### src/dtmf_pkg.sv
`default_nettype none
package dtmf_pkg;

    localparam int NEIGHBORS_DEF = 16;
    localparam int TS_BITS_DEF   = 40;

    localparam int NB_FIELD_W = 4;
    localparam int DIST_W     = 10;
    localparam int CFG_W      = 10;
    localparam int CFG_IDX_W  = 1;
    localparam int OUT_W      = 16;
    localparam int WORD_W     = 64;
    localparam int HALF_W     = 32;
    localparam int Q_W        = 16;
    localparam int SCALE_W    = 19;
    localparam int SPROD_W    = Q_W + SCALE_W;
    localparam int SCALE_SH   = 20;
    localparam int DMAG_W     = SPROD_W - SCALE_SH;
    localparam int ROW_W      = 3 * DIST_W + 2;
    localparam int MUL_STEPS  = 9;

    localparam logic [SCALE_W-1:0] SCALE_Q20 = 19'd491967;

    localparam logic [CFG_W-1:0] UPPER_RST  = 10'd400;
    localparam logic [CFG_W-1:0] THRESH_RST = 10'd15;

    typedef enum logic [CFG_IDX_W-1:0] {
        CFG_UPPER  = 1'b0,
        CFG_THRESH = 1'b1
    } t_cfg_idx;

    typedef struct packed {
        logic              neg;
        logic [DMAG_W-1:0] dmag;
    } t_raw;

    typedef struct packed {
        logic              median_used;
        logic [DIST_W-1:0] distance;
    } t_hist_res;

    function automatic logic [DIST_W-1:0] med3(
        input logic [DIST_W-1:0] a,
        input logic [DIST_W-1:0] b,
        input logic [DIST_W-1:0] c
    );
        logic [DIST_W-1:0] m;
        if (a <= b && a <= c) begin
            m = (b <= c) ? b : c;
        end else if (b <= a && b <= c) begin
            m = (a <= c) ? a : c;
        end else begin
            m = (a <= b) ? a : b;
        end
        return m;
    endfunction

endpackage
`default_nettype wire

### src/dtmf_range.sv
`default_nettype none
module dtmf_range #(
    parameter int TS_BITS = dtmf_pkg::TS_BITS_DEF
) (
    input  wire logic               i_clk,
    input  wire logic               i_rst_n,
    input  wire logic               i_start,
    input  wire logic [TS_BITS-1:0] i_poll_tx,
    input  wire logic [TS_BITS-1:0] i_poll_rx,
    input  wire logic [TS_BITS-1:0] i_reply_tx,
    input  wire logic [TS_BITS-1:0] i_reply_rx,
    input  wire logic [TS_BITS-1:0] i_final_tx,
    input  wire logic [TS_BITS-1:0] i_final_rx,
    output logic                    o_done,
    output dtmf_pkg::t_raw          o_raw
);
    import dtmf_pkg::*;

    localparam int DEN_W = TS_BITS + 2;

    typedef enum logic [7:0] {
        RG_IDLE = 8'b0000_0001,
        RG_PREP = 8'b0000_0010,
        RG_MUL  = 8'b0000_0100,
        RG_SGN  = 8'b0000_1000,
        RG_DIV  = 8'b0001_0000,
        RG_FIX  = 8'b0010_0000,
        RG_SCL  = 8'b0100_0000,
        RG_DONE = 8'b1000_0000
    } t_rg_state;

    t_rg_state           r_state;
    logic [TS_BITS-1:0]  r_rnd1, r_rep1, r_rnd2, r_rep2;
    logic [WORD_W-1:0]   r_d1, r_d2, r_num, r_pp, r_mag;
    logic [DEN_W-1:0]    r_den, r_rem;
    logic                r_pp_sh, r_pp_v, r_neg, r_qneg;
    logic [5:0]          r_cnt;
    logic [Q_W-1:0]      r_qmag;
    logic [SPROD_W-1:0]  r_prod;

    logic [WORD_W-1:0]   w_rep1, w_rep2, w_q;
    logic [HALF_W-1:0]   w_ma, w_mb;
    logic                w_msh;
    logic [DEN_W:0]      w_rem_sh, w_rem_sub;
    logic                w_ge;
    logic [Q_W-1:0]      w_q16;

    assign w_rep1 = WORD_W'(r_rep1);
    assign w_rep2 = WORD_W'(r_rep2);

    // wrapping 64-bit products from 32x32 partial products
    always_comb begin
        w_ma  = '0;
        w_mb  = '0;
        w_msh = 1'b0;
        case (r_cnt)
            6'd0: begin w_ma = r_d1[31:0];  w_mb = w_rep2[31:0];  end
            6'd1: begin w_ma = r_d1[31:0];  w_mb = w_rep2[63:32]; w_msh = 1'b1; end
            6'd2: begin w_ma = r_d1[63:32]; w_mb = w_rep2[31:0];  w_msh = 1'b1; end
            6'd3: begin w_ma = r_d2[31:0];  w_mb = w_rep1[31:0];  end
            6'd4: begin w_ma = r_d2[31:0];  w_mb = w_rep1[63:32]; w_msh = 1'b1; end
            6'd5: begin w_ma = r_d2[63:32]; w_mb = w_rep1[31:0];  w_msh = 1'b1; end
            6'd6: begin w_ma = r_d2[31:0];  w_mb = r_d1[31:0];    end
            6'd7: begin w_ma = r_d2[31:0];  w_mb = r_d1[63:32];   w_msh = 1'b1; end
            6'd8: begin w_ma = r_d2[63:32]; w_mb = r_d1[31:0];    w_msh = 1'b1; end
            default: begin w_ma = '0; w_mb = '0; w_msh = 1'b0; end
        endcase
    end

    assign w_rem_sh  = {r_rem, r_mag[WORD_W-1]};
    assign w_rem_sub = w_rem_sh - {1'b0, r_den};
    assign w_ge      = (w_rem_sh >= {1'b0, r_den});

    assign w_q   = r_neg ? (WORD_W'(0) - r_mag) : r_mag;
    assign w_q16 = w_q[Q_W-1:0];

    always_ff @(posedge i_clk) begin
        if (!i_rst_n) begin
            r_state <= RG_IDLE;
            r_cnt   <= '0;
            r_pp_v  <= 1'b0;
        end else begin
            unique case (r_state)
                RG_IDLE: begin
                    if (i_start) begin
                        r_state <= RG_PREP;
                    end
                end
                RG_PREP: begin
                    r_cnt   <= '0;
                    r_pp_v  <= 1'b0;
                    r_state <= RG_MUL;
                end
                RG_MUL: begin
                    r_pp_v <= (r_cnt < 6'(MUL_STEPS));
                    r_cnt  <= r_cnt + 6'd1;
                    if (r_cnt == 6'(MUL_STEPS)) begin
                        r_state <= RG_SGN;
                    end
                end
                RG_SGN: begin
                    r_cnt   <= '0;
                    r_state <= RG_DIV;
                end
                RG_DIV: begin
                    r_cnt <= r_cnt + 6'd1;
                    if (r_cnt == 6'(WORD_W - 1)) begin
                        r_state <= RG_FIX;
                    end
                end
                RG_FIX:  r_state <= RG_SCL;
                RG_SCL:  r_state <= RG_DONE;
                RG_DONE: r_state <= RG_IDLE;
                default: r_state <= RG_IDLE;
            endcase
        end
    end

    always_ff @(posedge i_clk) begin
        case (r_state)
            RG_IDLE: begin
                r_rnd1 <= i_reply_rx - i_poll_tx;
                r_rep1 <= i_reply_tx - i_poll_rx;
                r_rnd2 <= i_final_rx - i_reply_tx;
                r_rep2 <= i_final_tx - i_reply_rx;
            end
            RG_PREP: begin
                r_d1  <= WORD_W'(r_rnd1) - WORD_W'(r_rep1);
                r_d2  <= WORD_W'(r_rnd2) - WORD_W'(r_rep2);
                r_den <= (DEN_W'(r_rnd1) + DEN_W'(r_rnd2))
                       + (DEN_W'(r_rep1) + DEN_W'(r_rep2));
                r_num <= '0;
            end
            RG_MUL: begin
                r_pp    <= WORD_W'(w_ma) * WORD_W'(w_mb);
                r_pp_sh <= w_msh;
                if (r_pp_v) begin
                    r_num <= r_num + (r_pp_sh ? {r_pp[HALF_W-1:0], {HALF_W{1'b0}}} : r_pp);
                end
            end
            RG_SGN: begin
                r_neg <= r_num[WORD_W-1];
                r_mag <= r_num[WORD_W-1] ? (WORD_W'(0) - r_num) : r_num;
                r_rem <= '0;
            end
            RG_DIV: begin
                // restoring divide, quotient bits shift in behind the dividend
                r_rem <= w_ge ? w_rem_sub[DEN_W-1:0] : w_rem_sh[DEN_W-1:0];
                r_mag <= {r_mag[WORD_W-2:0], w_ge};
            end
            RG_FIX: begin
                if (r_den == '0) begin
                    r_qneg <= 1'b0;
                    r_qmag <= '0;
                end else begin
                    r_qneg <= w_q16[Q_W-1];
                    r_qmag <= w_q16[Q_W-1]
                            ? Q_W'((Q_W+1)'(1 << Q_W) - (Q_W+1)'(w_q16)) : w_q16;
                end
            end
            RG_SCL: begin
                r_prod <= SPROD_W'(r_qmag) * SPROD_W'(SCALE_Q20);
            end
            default: begin
            end
        endcase
    end

    assign o_done     = (r_state == RG_DONE);
    assign o_raw.neg  = r_qneg;
    assign o_raw.dmag = r_prod[SPROD_W-1:SCALE_SH];

endmodule
`default_nettype wire

### config.mk
export PLATFORM = sky130hd
export DESIGN_NAME = dtmf_range
export DESIGN_NICKNAME = d
export VERILOG_FILES = /design/src/dtmf_pkg.sv /design/src/dtmf_range.sv
export SDC_FILE = /design/constraint.sdc
export NUM_CORES = 2
export LEC_CHECK = 0
export ABC_CLOCK_PERIOD_IN_PS = 23700
export BUFFER_PORTS_ARGS = -buffer_cell sky130_fd_sc_hd__buf_2
export CAP_MARGIN = 40
export CORE_MARGIN = 2
export CORE_UTILIZATION = 65
export DETAILED_ROUTE_END_ITERATION = 7
export PLACE_DENSITY = 0.93
export RECOVER_POWER = 50
export SYNTH_ARGS = -nofsm -noshare
export SYNTH_HDL_FRONTEND = slang
export SYNTH_SLANG_ARGS = --single-unit
### constraint.sdc
create_clock -name i_clk -period 23.7 [get_ports i_clk]
set_input_delay 0 -clock i_clk [delete_from_list [all_inputs] [get_ports i_clk]]
set_output_delay 0 -clock i_clk [all_outputs]
set_load 0.05 [all_outputs]
==> impl_metrics.json <==
{
  "gp_congestion": 1.08,
  "insertion_delay_ns": 0.68,
  "drv_slew": 761,
  "finClkSkew_ns": 0.0466,
  "synth_edf_count": 552,
  "vias": 70000,
  "outcome": "finished, violations left",
  "fin_crit_sh_pct": 54.3,
  "cts_tree": "yes",
  "path_max_fanout": 56,
  "wl_per_cell_um": 25.9,
  "hp-class": "input pin to flip-flop",
  "clkTransAtPathRegs_ns": 0.06,
  "cts_root_buffer": "clkbuf_16",
  "ys_seq_area_share_pct": 20.7,
  "drtAntennaViolNets": 0,
  "synthFlopType": "edfxtp_1",
  "hpwl_mm": 218,
  "first_iter_violations": 8521,
  "synth_largest_area_cell": "fa_1",
  "netlist_area_um2": 81400,
  "rsz0062_at_grt": "false",
  "worstPathArrival_ns": 13.24,
  "critPathKind": "flip-flop to flip-flop",
  "dieArea_um2": 128000,
  "grt_max_degree": 110,
  "io_pins": 260,
  "final-hold-violation-count": 0,
  "setup_viol": 0,
  "drive_gt1_share_pct": 6.76,
  "htreeDepth": 3,
  "violations": "max-capacitance violations, max-slew violations",
  "yosys_warnings": 0,
  "r2r-end": "r_pp[61]$_DFFE_PP_",
  "finalNetCount": 11300,
  "drc": 0,
  "portBuffers": 259,
  "synth-seq-cells": 567,
  "grt_pass1_wl_mm": 423,
  "die_h_um": 358,
  "cpMostUsedCell": "fa_1",
  "crit_family": "adder cells",
  "cp-startpoint": "r_cnt[3]$_SDFFE_PN0P_",
  "syn_inst": 8735,
  "end_kind": "flip-flop",
  "synth_top_area_share_pct": 26.7,
  "period_minus_slack_ns": 12.86,
  "cts_sinks": 567,
  "reg2reg_from": "r_cnt[3]$_SDFFE_PN0P_",
  "reg2reg_slack_ns": 10.84,
  "cts_buffers": 70,
  "start_kind": "flip-flop",
  "worstMarginPinSlew_ns": 4.02,
  "grt_usage_pct": 44.1,
  "path_buf_inv": 6,
  "avgSynthCellArea_um2": 9.32,
  "r2r.worst_path.cells": 31,
  "drt-total-wl_mm": 282,
  "required_ns": 24.08,
  "fmax_mhz": 77.8,
  "slew-limit-headroom_pct": -168,
  "cap_violations": 11,
  "area_delta_synth_final_pct": 11.1,
  "max_stage_delay_ns": 2.29,
  "synth_cell_type_count": 91,
  "syn_nets": 10900,
  "drt_first_pass_iters": 7,
  "grt-ovfl-total": 0,
  "synth.top_cells.by_count": "inv_1 (1,492), fa_1 (1,085), nor2_1 (958)",
  "synth_area_leaders": "fa_1 (27%), edfxtp_1 (20%), ha_1 (12%)",
  "min_path_cells": 4,
  "hold_start": "i_poll_tx[30]",
  "rows": 129,
  "grt_antenna_before_repair": 23,
  "core_um2": 124000,
  "post_cts_buffers": 0,
  "vias_per_cell": 6.43,
  "synthArstFlopShare_pct": 0,
  "holdPathEnd": "r_rnd1[30]$_DFFE_PP_",
  "yosysMostFrequentCell": "inv_1",
  "slowest_stage": "clkbuf_1",
  "fillers": 8709,
  "cts_max_path_buffers": 3,
  "hold_buffers": 304,
  "ctsResizeCount": 0,
  "die_w_um": 358,
  "start_util_pct": 65.7,
  "grt_pass1_vias": 71800,
  "tns_ns": 0
}
## sequential cells by signal, summed over array words and instances, names as in the netlist, 41 cells and up
signal and flops:
r_mag 64, r_pp 64, r_den 42, r_d1 41
r_rem 42, r_num 64, r_d2 41
## layout make-up
type,count,area [µm²],area share [%]
Clock inverter,45,512,0.566
Clock buffer,84,1840,2.03
Multi-Input combinational cell,6366,58200,64.4
Antenna cell,8,20.0,0.0221
Timing Repair Buffer,697,5310,5.87
Inverter,1492,5600,6.20
Sequential cell,567,16900,18.7
Tap cell,1637,2050,2.27
## cells in the final DEF, fill, tap and decap left out, types with 96 or more instances in the layout
master	count
inv_1	1489
fa_1	1085
nor2_1	957
ha_1	790
nand2_1	707
edfxtp_1	552
a21oi_1	421
o21ai_0	311
xnor2_1	307
dlygate4sd3_1	304
a21o_1	273
buf_2	238
xor2_1	191
nor2b_1	121
buf_4	113
nand3_1	96
## worst min-delay path: cells and delay by family
| kind | cells | cell delay, ns |
|---|---|---|
| adder cells (fa/ha/maj) | 1 | 0.23 |
| buffers and inverters | 2 | 0.15 |
| XOR/XNOR | 1 | 0.13 |
## per-stage QoR
step / setup slack, ns / utilization, % / cells / instance area (µm²) / hold WS [ns]
after floorplan: 14.13 / - / 8735 / 81400 / 0.161
after global placement: 12.88 / 68.5 / 10400 / 85000 / 0.282
after detailed placement: 12.74 / 68.7 / 10500 / 85100 / 0.290
after CTS: 12.72 / 73.0 / 10900 / 90500 / 0.000384
after global routing: 10.39 / 72.9 / 10900 / 90400 / 0.0337
final: 10.84 / 72.9 / 10900 / 90400 / 0.0285
## logic make-up (layout without fill, tap and decap cells)
family                     count (synthesis)  after routing  synth area share, %
and+or+nand+nor                         2294           2294                 12.5
adders and majority gates               1875           1875                 38.8
buffers and inverters                   1802           2318                 8.34
AOI/OAI and AO/OA                       1623           1623                 13.3
DFF                                      567            567                 20.7
xor gates and xnor gates                 498            498                 5.36
muxes                                     76             76                0.982
other                                      0              8                    0
## worst max-delay path by stage
stage	endpoint	slack, ns	cells past startpoint
2_1_floorplan	r_pp[63]$_DFFE_PP_	14.13	35
6_report	r_pp[61]$_DFFE_PP_	10.84	31
4_1_cts	r_pp[61]$_DFFE_PP_	12.72	32
3_5_place_dp	r_pp[61]$_DFFE_PP_	12.74	32
3_3_place_gp	r_pp[61]$_DFFE_PP_	12.88	33
5_1_grt	r_pp[61]$_DFFE_PP_	10.39	31
## metal layers
metal | global-route usage (%) | up-vias | share of wire [%]
met5 | 0 | - | 0.083
met4 | 27.3 | 24 | 7.9
met3 | 14.6 | 1387 | 13
met2 | 67.7 | 5002 | 43
met1 | 54.0 | 33800 | 36
li1 | - | 29800 | -
Power is not shown: default switching activity piles up to over one toggle a cycle in this logic, so the estimate is an artifact.
