--- src/dtmf_pkg.sv ---
`default_nettype none
package dtmf_pkg;

    localparam int NEIGHBORS_DEF = 16;
    localparam int TS_BITS_DEF   = 40;

    localparam int NB_FIELD_W = 4;
    localparam int DIST_W     = 10;
    localparam int CFG_W      = 10;
    localparam int CFG_IDX_W  = 1;
    localparam int OUT_W      = 16;
    localparam int WORD_W     = 64;
    localparam int HALF_W     = 32;
    localparam int Q_W        = 16;
    localparam int SCALE_W    = 19;
    localparam int SPROD_W    = Q_W + SCALE_W;
    localparam int SCALE_SH   = 20;
    localparam int DMAG_W     = SPROD_W - SCALE_SH;
    localparam int ROW_W      = 3 * DIST_W + 2;
    localparam int MUL_STEPS  = 9;

    localparam logic [SCALE_W-1:0] SCALE_Q20 = 19'd491967;

    localparam logic [CFG_W-1:0] UPPER_RST  = 10'd400;
    localparam logic [CFG_W-1:0] THRESH_RST = 10'd15;

    typedef enum logic [CFG_IDX_W-1:0] {
        CFG_UPPER  = 1'b0,
        CFG_THRESH = 1'b1
    } t_cfg_idx;

    typedef struct packed {
        logic              neg;
        logic [DMAG_W-1:0] dmag;
    } t_raw;

    typedef struct packed {
        logic              median_used;
        logic [DIST_W-1:0] distance;
    } t_hist_res;

    function automatic logic [DIST_W-1:0] med3(
        input logic [DIST_W-1:0] a,
        input logic [DIST_W-1:0] b,
        input logic [DIST_W-1:0] c
    );
        logic [DIST_W-1:0] m;
        if (a <= b && a <= c) begin
            m = (b <= c) ? b : c;
        end else if (b <= a && b <= c) begin
            m = (a <= c) ? a : c;
        end else begin
            m = (a <= b) ? a : b;
        end
        return m;
    endfunction

endpackage
`default_nettype wire

--- src/dtmf_hist.sv ---
`default_nettype none
module dtmf_hist #(
    parameter int NEIGHBORS = dtmf_pkg::NEIGHBORS_DEF,
    parameter int NB_W      = $clog2(NEIGHBORS)
) (
    input  wire logic                        i_clk,
    input  wire logic                        i_rst_n,
    input  wire logic                        i_start,
    input  wire logic [NB_W-1:0]             i_nb,
    input  wire logic [dtmf_pkg::DIST_W-1:0] i_calc,
    input  wire logic [dtmf_pkg::CFG_W-1:0]  i_thresh,
    output logic                             o_done,
    output dtmf_pkg::t_hist_res              o_res
);
    import dtmf_pkg::*;

    logic [ROW_W-1:0]  r_mem [NEIGHBORS];
    logic [NEIGHBORS-1:0] r_vld;
    logic [ROW_W-1:0]  r_rd;
    logic              r_vld_rd, r_busy;
    logic [NB_W-1:0]   r_nb;
    logic [DIST_W-1:0] r_calc;

    logic [ROW_W-1:0]  w_row, w_row_new;
    logic [DIST_W-1:0] w_s0, w_s1, w_s2, w_med, w_gap;
    logic [1:0]        w_pos, w_pos_nx;

    assign w_row = r_vld_rd ? r_rd : '0;
    assign w_s0  = w_row[DIST_W-1:0];
    assign w_s1  = w_row[2*DIST_W-1:DIST_W];
    assign w_s2  = w_row[3*DIST_W-1:2*DIST_W];
    assign w_pos = w_row[ROW_W-1:3*DIST_W];
    assign w_med = med3(w_s0, w_s1, w_s2);
    assign w_gap = (w_med >= r_calc) ? (w_med - r_calc) : (r_calc - w_med);

    assign w_pos_nx = (w_pos >= 2'd2) ? 2'd0 : (w_pos + 2'd1);

    always_comb begin
        w_row_new = {w_pos_nx, w_s2, w_s1, w_s0};
        case (w_pos_nx)
            2'd0:    w_row_new[DIST_W-1:0]          = r_calc;
            2'd1:    w_row_new[2*DIST_W-1:DIST_W]   = r_calc;
            default: w_row_new[3*DIST_W-1:2*DIST_W] = r_calc;
        endcase
    end

    // row memory: read on start, write back in the following cycle
    always_ff @(posedge i_clk) begin
        if (r_busy) begin
            r_mem[r_nb] <= w_row_new;
        end
        if (i_start) begin
            r_rd <= r_mem[i_nb];
        end
    end

    always_ff @(posedge i_clk) begin
        if (i_start) begin
            r_nb     <= i_nb;
            r_calc   <= i_calc;
            r_vld_rd <= r_vld[i_nb];
        end
    end

    always_ff @(posedge i_clk) begin
        if (!i_rst_n) begin
            r_vld  <= '0;
            r_busy <= 1'b0;
        end else begin
            r_busy <= i_start;
            if (r_busy) begin
                r_vld[r_nb] <= 1'b1;
            end
        end
    end

    assign o_done            = r_busy;
    assign o_res.median_used = (w_gap > i_thresh);
    assign o_res.distance    = (w_gap > i_thresh) ? w_med : r_calc;

endmodule
`default_nettype wire
--- config.mk ---
export PLATFORM = sky130hd
export DESIGN_NAME = dtmf_hist
export DESIGN_NICKNAME = d
export VERILOG_FILES = /design/src/dtmf_pkg.sv /design/src/dtmf_hist.sv
export SDC_FILE = /design/constraint.sdc
export NUM_CORES = 1
export LEC_CHECK = 0
export BUFFER_PORTS_ARGS = -buffer_cell sky130_fd_sc_hd__buf_2
export CAP_MARGIN = 25
export CORE_ASPECT_RATIO = 0.75
export CORE_MARGIN = 1.5
export CORE_UTILIZATION = 43
export DETAILED_ROUTE_END_ITERATION = 6
export PLACE_DENSITY_LB_ADDON = 0.15
export SLEW_MARGIN = 15
export SYNTH_ARGS = -nofsm -noshare
export SYNTH_HDL_FRONTEND = slang
export SYNTH_SLANG_ARGS = --single-unit
--- constraint.sdc ---
create_clock -name i_clk -period 20.6 [get_ports i_clk]
set_input_delay 1.03 -clock i_clk [delete_from_list [all_inputs] [get_ports i_clk]]
set_output_delay 1.03 -clock i_clk [all_outputs]
set_load 0.005 [all_outputs]
==> results of run 1 <==
logic make-up (layout without fill, tap and decap cells):
logic type                 after synthesis  in the layout
AOI/OAI and AO/OA                      144            144
xor gates and xnor gates                13             13
adders and majority gates               57             57
buffers and inverters                  120            242
DFF                                    576            576
muxes                                  203            203
and+or+nand+nor                        153            153
flip-flops by register name (all words and copies together) (netlist names):
register and cells:
r_vld 16, r_mem 512, r_calc 10, o_done 1, r_rd 32, r_nb 4, r_vld_rd 1
routing by layer:
| metal | GRT usage | up-vias |
|---|---|---|
| li1 | - | 5308 |
| met3 | 0.0345 | 73 |
| met1 | 0.300 | 6580 |
| met4 | 0.0452 | 2 |
| met2 | 0.326 | 355 |
| met5 | 0 | - |
stage by stage:
| stage | utilization | power, mW | hold WS [ps] |
|---|---|---|---|
| 2_1_floorplan | - | 1.64 | 435 |
| 3_3_place_gp | 0.458 | 1.77 | 443 |
| 3_5_place_dp | 0.458 | 1.77 | 450 |
| 4_1_cts | 0.490 | 2.77 | 463 |
| 5_1_grt | 0.491 | 2.86 | 481 |
| 6_report | 0.491 | 2.75 | 464 |
cells in the final DEF (no fill, tap or decap), drive strengths merged, types with 3 or more instances in the layout:
master / count
inv: 57
mux4: 165
clkinv: 29
edfxtp: 559
nand2b: 6
xor2: 8
and2: 5
nor2: 38
a311o: 6
nand3: 12
o21ai: 24
a21oi: 39
nor2b: 13
o211ai: 8
mux2i: 18
mux2: 20
a31oi: 9
o21a: 19
buf: 81
nand4: 5
nor3: 6
xnor2: 5
dfxtp: 17
nand2: 59
bufinv: 5
clkbuf: 70
a21o: 14
ha: 55
a211o: 3
final cells by class:
| type | instances | share of cell area |
|---|---|---|
| Sequential cell | 576 | 0.624 |
| Timing Repair Buffer | 83 | 0.0199 |
| Multi-Input combinational cell | 570 | 0.250 |
| Clock buffer | 68 | 0.0534 |
| Clock inverter | 34 | 0.0116 |
| Inverter | 57 | 0.00779 |
| Tap cell | 731 | 0.0333 |
final timing paths:
path	from	endpoint	slack (ps)
hold reg to reg	r_vld[14]	r_vld[14]	460
setup / recovery	r_vld_rd	o_res[6]	10960
hold / removal	r_vld[14]	r_vld[14]	460
setup reg to reg	r_rd[31]	r_mem[1][15]	18040
power breakdown:
group / leakage, nW / internal [mW] / total, mW / switching (mW)
logic: 3.12 / 0.174 / 0.412 / 0.238
registers: 5.27 / 1.32 / 1.33 / 0.0151
clock network: 0.877 / 0.569 / 1.00 / 0.435
==> metrics, run 1 <==
outcome=finished, final reports clean; die height=209 µm; dpl cells=2013; Post-CTS Hold Buffers=0; max layer used=met5; multiplexer area fraction after synthesis=0.169; vias post-DR=12318; WP buf/inv=3; Clock Tree Root=clkbuf_16; skew final=18.4 ps; post-DP HPWL=between 30000 and 40000 µm; Antenna diodes=0; Synth warnings=0; Worst setup SP type=flop; crit path kind=flop to primary output; post-synth top area share=0.689; Post-DRT Antenna Nets=0; Max-slew headroom=0.323; Data required, critical path=between 15000 and 20000 ps; gpl congestion=0.873; total nets after synthesis=roughly 1400; worst hold path type=flop to flop; CP max FO=56; number of synthesized flops with an enable pin=559; Synth Area in Adders=0.0299; vias in the first global route=approximately 13000; area of the mapped netlist=24300 µm²; total CTS buffers=56; total clock sinks=576; max frequency=104 MHz; fill count=4603; fin cells=2119; post-placement cell area=25600 µm²; Clk pin slew, worst setup/hold paths=60 ps; DRT Pass-1 Iters=5; Hold Path Depth=1; Routed WL per cell=27.7 µm; Core Area=~56000 µm²; CP max-delay cell=o311a_1; async set-or-reset flop fraction in the synthesized netlist=0; Setup Viol. Count Final=0; Crit path max-delay family=compound AO/OA/AOI/OAI gates; Detailed Route WL=roughly 59000 µm; Multi-input gate area=around 6900 µm²; final net count=approximately 1400; H-tree depth=2; Post-Synth XOR/XNOR Area=0.00468; die width=~280 µm; initial antenna violation count=2; die area=58100 µm²; Critical Path Stages=27; main combinational cell family by area after synthesis=multiplexers; post-cts resize count=0; via/cell ratio=5.81; maxcap violations=0; data arrival time of the critical path=8610 ps; grt total ovfl=0; FF+latch area=17100 µm²; CTS tree=built; met2 wire len=between 20000 and 30000 µm; Simple-Gate Fraction of Synth Area=0.0293; cell count of the worst reg-to-reg path=2; Synth Register Bits=576; worst skew pair latency=a little over 600 ps; WL met3=3260 µm; quantity of I/O buffers inserted on ports=38; Max Slew Vio Count=0; pin count of the biggest net entering global routing=77; All-Layer GR Usage=0.205; Synth top cells by count=559 x edfxtp_1, 165 x mux4_2, 57 x inv_1, 57 x nand2_1, 55 x ha_1; cell mode on critical path=ha_1; cell taking the most area after synthesis=edfxtp_1; met1 WL=around 27000 µm; layout cells sized above 1=0.277; postcts setup bufs=0; Avg Cell Area, Syn=19.2 µm²; setup ws final=10960 ps; Area Overhead vs Synth=12.8%; setup TNS=0 ps; final instance area=27500 µm²; post-synthesis instance total=1266; Tightest Pin Transition=1010 ps; Synth Area in Compound Gates=0.0435; final period utilization=0.468; crit-path max cell delay=550 ps; clk buf depth=3; Leak=roughly 9.3 nW; Peak VDD IR=between 50 and 60 µV; top post-synthesis cells by area=edfxtp_1 69%, mux4_2 15%, ha_1 2.8%; Synth cell types=63; Worst setup EP type=primary output; number of top-level pins=39; register area share after synthesis=0.703; # rows=75; fin crit period=a little under 10000 ps; Synth Flop Type=edfxtp_1; initial core utilization=0.435; pre-CTS setup slack=about 12000 ps; DRT iter0 DRCs=~1100; final hold vios=0; PD cells=~100 nW/µm²; # DRC=0; most common cell in the netlist=edfxtp_1; first-pass GRT wire length=86000 µm; unrepaired setup endpoints after global routing=false
Power figures use the tool's default switching activity.
==> run 2: changes to the inputs <==
- clock period: 20.6 -> 9.9 ns (I/O delays scaled with it)
==> run 2 against run 1 <==
  * Cell count increased by 0.24%
  * Via count increased by 0.22%
  * Sequential share of layout area about the same
  * Worst hold slack got worse by 410 ps
  * First-iteration DRC count increased by 7.2%
  * Critical path type unchanged
  * Largest cell class unchanged
==> metrics, run 2 (same netlist as run 1, synthesis figures left out) <==
final net count=1431 (+0.21%); Post-DRT Antenna Nets=0 (unchanged); # DRC=0 (unchanged); Setup Viol. Count Final=0 (unchanged); Area Overhead vs Synth=12.8% (about the same); Hold Path Sink=r_calc[5]; Core Area=55900 µm² (unchanged); vias post-DR=12345 (+0.22%); final period utilization=0.917; final hold vios=0 (unchanged); Critical R2R Launch=r_nb[2]; post-DP HPWL=33200 µm (+0.24%); Max Slew Vio Count=0 (unchanged); initial antenna violation count=1 (-1); quantity of I/O buffers inserted on ports=38 (unchanged); setup TNS=0 ps (unchanged); clk buf depth=3 (unchanged); post-cts resize count=0 (unchanged); largest reg by FF count=r_mem; vias in the first global route=12742 (+0.70%); All-Layer GR Usage=0.205 (-0.000691); Detailed Route WL=58200 µm (-0.63%); number of top-level pins=39 (unchanged); number of flip-flops in the largest register=512 (unchanged); Clk pin slew, worst setup/hold paths=60 ps (about the same); # rows=75 (unchanged); hold path start=i_calc[5]; biggest regs=r_mem: 512 flops, r_rd: 32 flops, r_vld: 16 flops; Worst setup SP type=flop; outcome=finished, final reports clean; max frequency=110 MHz; Pwr Total=5.68 mW (+110%); Max-slew headroom=0.323 (+0.000538); worst skew pair latency=630 ps (about the same); total clock sinks=576 (unchanged); tightest hold margin=51.2 ps (-413 ps); initial core utilization=0.435 (unchanged); fin cells=2124 (+0.24%); Routed WL per cell=27.4 µm (-0.87%); die area=58100 µm² (unchanged); grt total ovfl=0 (unchanged); Peak VDD IR=136 µV (+140%); die width=278 µm (unchanged); fill count=4579 (-0.52%); maxcap violations=0 (unchanged); H-tree depth=2 (unchanged); crit path kind=flop to primary output; layout cells sized above 1=0.277 (+0.000443); Tightest Pin Transition=1010 ps (-2.55 ps); CTS tree=built; Critical Path Start=r_vld_rd; R2R Path End=r_mem[8][16]; dpl cells=2014 (+0.050%); postcts setup bufs=0 (unchanged); first-pass GRT wire length=86100 µm (+0.16%); CP max FO=51 (-8.9%); Leak=9.25 nW (about the same); data arrival time of the critical path=8580 ps (-30 ps); Antenna diodes=0 (unchanged); total CTS buffers=56 (unchanged); gpl congestion=0.923 (+5.7%); unrepaired setup endpoints after global routing=false; r2r setup slk=7190 ps (-10850 ps); cell count of the worst reg-to-reg path=3 (+1); most frequent cells in the layout=559 x edfxtp_1, 165 x mux4_2, 57 x nand2_1, 57 x inv_1, 57 x clkbuf_16; Hold Path Depth=1 (unchanged); pin count of the biggest net entering global routing=73 (-5.2%); die height=209 µm (unchanged); Worst setup EP type=primary output; DRT Pass-1 Iters=5 (unchanged); PD cells=207 nW/µm² (+110%); worst hold path type=input port to flop; via/cell ratio=5.81 (about the same); fin crit period=slightly above 9000 ps; skew final=50.1 ps (+31.7 ps); Data required, critical path=9410 ps (-10160 ps); Post-CTS Hold Buffers=0 (unchanged); DRT iter0 DRCs=1224 (+7.2%); commonest non-fill, non-tap cell in the layout=edfxtp_1; Clock Tree Root=clkbuf_16
==> run 2: cell count changes in the layout (fill, tap and decap cells not counted), sizes merged <==
| cell | before | now |
|---|---|---|
| clkinvlp | 0 | 3 |
| clkbuf | 70 | 78 |
| inv | 57 | 58 |
| clkinv | 29 | 21 |
| buf | 81 | 84 |
| bufinv | 5 | 3 |
==> run 2: how the worst max path moves through the flow <==
stage | to | slack [ps] | depth (start not counted)
global placement | o_res[1] | 1650 | 27
detailed placement | o_res[9] | 1580 | 27
finish | o_res[6] | 820 | 27
global route | o_res[4] | 170 | 27
floorplan | o_res[5] | 2650 | 31
CTS | o_res[9] | 870 | 27
==> run 2: per-stage QoR <==
step	setup WS (ps)	instance area, µm²	utilization
after floorplan	2650	24300	-
after global placement	1650	25600	0.458
after detailed placement	1580	25600	0.459
after CTS	872	27400	0.490
after global routing	173	27500	0.491
final	822	27500	0.491
==> run 2: metal layers <==
layer | vias to the layer above | wire, µm | GRT usage
met1 | 6564 | 26700 | 0.302
li1 | 5322 | - | -
met2 | 380 | 27400 | 0.323
met4 | 0 | 1020 | 0.0450
met5 | - | 0 | 0
met3 | 79 | 3180 | 0.0332
==> run 2: final cells by class <==
class / instances / area (µm²) / area share
flip-flops and latches: 576 / 17100 / 0.624
multi-input cells: 570 / 6870 / 0.250
well taps: 731 / 915 / 0.0333
clock inverters: 28 / 268 / 0.00975
clock buffers: 76 / 1510 / 0.0549
inverters: 57 / 214 / 0.00779
repair buffers: 86 / 568 / 0.0207
==> run 2: where the power goes <==
group          switching, mW  internal (mW)
Sequential            0.0319           2.74
Combinational          0.487          0.363
Clock                  0.911           1.15
==> run 2: critical path: stages (launching register included) <==
cell       delay, ps
edfxtp_1         430
buf_4            500
nand2_1          350
ha_1             410
nand4_1          140
a2111oi_2        290
a221o_1          210
o21a_1           540
nor2_1           110
a311o_1          350
a31oi_2          310
inv_1             80
ha_1             370
o21ai_0          340
nor2_1            70
a21oi_1          180
o311a_1          530
mux2i_1          140
a41o_1           230
a41oi_1          250
xnor2_1          110
ha_1             290
nand4_1          130
nor3_1           200
a2111oi_0        100
a31oi_2          720
mux2_2           420
buf_2            130
==> run 3: changes to the inputs <==
- CORE_UTILIZATION: 43 -> 50
==> run 3 against run 2 <==
  * Utilization grew 7.8 points
  * Highest routed layer unchanged
  * Critical path type unchanged
  * Register-to-register slack better by 220 ps
  * Fmax is 1.8% lower
  * Largest cell class unchanged
  * Sequential share of layout area is 0.65 points higher
==> metrics, run 3 (same netlist as run 1, synthesis figures left out) <==
final hold vios=0 (unchanged); pin count of the biggest net entering global routing=70 (-4.1%); fin cells=2024 (-4.7%); Core Area=47700 µm² (-15%); Hold Path Sink=r_calc[0]; Antenna diodes=0 (unchanged); postcts setup bufs=0 (unchanged); Post-DRT Antenna Nets=0 (unchanged); fill count=3592 (-22%); Worst setup SP type=flop; Critical R2R Launch=r_nb[3]; die width=258 µm (-7.2%); skew final=17.2 ps (-32.9 ps); Setup Viol. Count Final=0 (unchanged); vias post-DR=12235 (-0.89%); maxcap violations=0 (unchanged); FF+latch area=17100 µm² (unchanged); Peak VDD IR=154 µV (+13%); unrepaired setup endpoints after global routing=false; final instance area=27200 µm² (-1.0%); dpl cells=1916 (-4.9%); H-tree depth=2 (unchanged); crit-path max cell delay=760 ps (+40 ps); biggest regs=r_mem: 512 flops, r_rd: 32 flops, r_vld: 16 flops; max frequency=108 MHz (-1.8%); DRT iter0 DRCs=1226 (+0.16%); final period utilization=0.934 (+0.0170); Worst setup EP type=primary output; R2R Path End=r_mem[3][25]; quantity of I/O buffers inserted on ports=38 (unchanged); All-Layer GR Usage=0.228 (+0.0231); grt total ovfl=0 (unchanged); number of flip-flops in the largest register=512 (unchanged); most frequent cells in the layout=559 x edfxtp_1, 165 x mux4_2, 57 x nand2_1, 57 x inv_1, 55 x ha_1; CTS tree=built; largest reg by FF count=r_mem; fin crit period=9250 ps (+168 ps); crit path kind=flop to primary output; total CTS buffers=53 (-5.4%); final net count=1424 (-0.49%); Clock Tree Root=clkbuf_16; CP max FO=34 (-33%); die area=50000 µm² (-14%); outcome=finished, final reports clean; commonest non-fill, non-tap cell in the layout=edfxtp_1; Tightest Pin Transition=1070 ps (+61.5 ps); Max-slew headroom=0.283 (-0.0399); PD cells=205 nW/µm² (-0.77%); worst hold path type=input port to flop; Leak=9.20 nW (-0.59%); Max Slew Vio Count=0 (unchanged); Detailed Route WL=55600 µm (-4.5%); Clk pin slew, worst setup/hold paths=70 ps (about the same); hold path start=i_calc[0]; layout cells sized above 1=0.275 (-0.00201); Multi-input gate area=6860 µm² (-0.20%); post-cts resize count=0 (unchanged); initial antenna violation count=0 (-1); tightest hold margin=64.2 ps (+13.0 ps); CP max-delay cell=edfxtp_1; gpl congestion=0.914 (-0.98%); post-DP HPWL=32700 µm (-1.5%); setup TNS=0 ps (unchanged); total clock sinks=576 (unchanged); initial core utilization=0.510 (+0.0746); vias in the first global route=12157 (-4.6%); worst skew pair latency=600 ps (-30 ps); clk buf depth=3 (unchanged); cell count of the worst reg-to-reg path=3 (unchanged); # DRC=0 (unchanged); # rows=69 (-8.0%); DRT Pass-1 Iters=5 (unchanged); r2r setup slk=7410 ps (+220 ps); post-placement cell area=25500 µm² (-0.68%); Layout Utilization=0.569 (+0.0782); die height=194 µm (-7.2%); number of top-level pins=39 (unchanged); Post-CTS Hold Buffers=0 (unchanged); Data required, critical path=9410 ps (about the same); Area Overhead vs Synth=11.6%; first-pass GRT wire length=83100 µm (-3.5%); data arrival time of the critical path=8750 ps (+170 ps); Routed WL per cell=27.5 µm (+0.22%); via/cell ratio=6.04 (+4.0%); Hold Path Depth=1 (unchanged)
==> run 3: cell count changes in the layout (fill, tap and decap cells not counted), moves of 4 or more <==
| cell | previous run | this run |
|---|---|---|
| clkinv_2 | 10 | 14 |
| buf_4 | 48 | 44 |
| clkbuf_16 | 57 | 53 |
| clkbuf_1 | 18 | 11 |
==> run 3: final cells by class <==
cell class	instances	share of cell area
sequential	576	0.630
multi-input combinational	570	0.252
clock buffer	68	0.0523
tap	639	0.0294
timing repair buffer	82	0.0197
clock inverter	32	0.00838
inverter	57	0.00787
==> run 3: routing by layer <==
metal | share of wire | vias up | GRT usage
met4 | 0.015 | 0 | 0.0396
met2 | 0.47 | 347 | 0.351
met3 | 0.055 | 72 | 0.0359
met1 | 0.46 | 6505 | 0.350
li1 | - | 5311 | -
met5 | 0 | - | 0
==> run 3: how the worst max path moves through the flow <==
| stage | start | end | slack (ps) | depth (start not counted) |
|---|---|---|---|---|
| after floorplan | r_vld_rd | o_res[5] | 2650 | 31 |
| after global placement | r_vld_rd | o_res[6] | 1580 | 28 |
| after detailed placement | r_vld_rd | o_res[9] | 1420 | 28 |
| after CTS | r_vld_rd | o_res[9] | 740 | 28 |
| after global routing | r_vld_rd | o_res[9] | 0.4 | 29 |
| final | r_vld_rd | o_res[9] | 650 | 28 |
==> run 3: where the power goes <==
group,switching (mW),internal (mW)
Clock,0.901,1.05
Combinational,0.491,0.365
Sequential,0.0319,2.74
==> run 3: stage by stage <==
step | setup slack (ps) | total power [mW]
after floorplan | 2650 | 3.41
after global placement | 1580 | 3.67
after detailed placement | 1420 | 3.67
after CTS | 741 | 5.61
after global routing | 0.354 | 5.81
final | 654 | 5.58
==> run 3: worst max-delay path: cells and delay by family (launching register included) <==
kind | cells | cell delay [ps]
simple gates | 3 | 520
mux | 2 | 540
buf+inv | 4 | 940
xor+xnor | 1 | 170
flops | 1 | 760
fa+ha+maj | 3 | 1050
compound gates | 15 | 4140
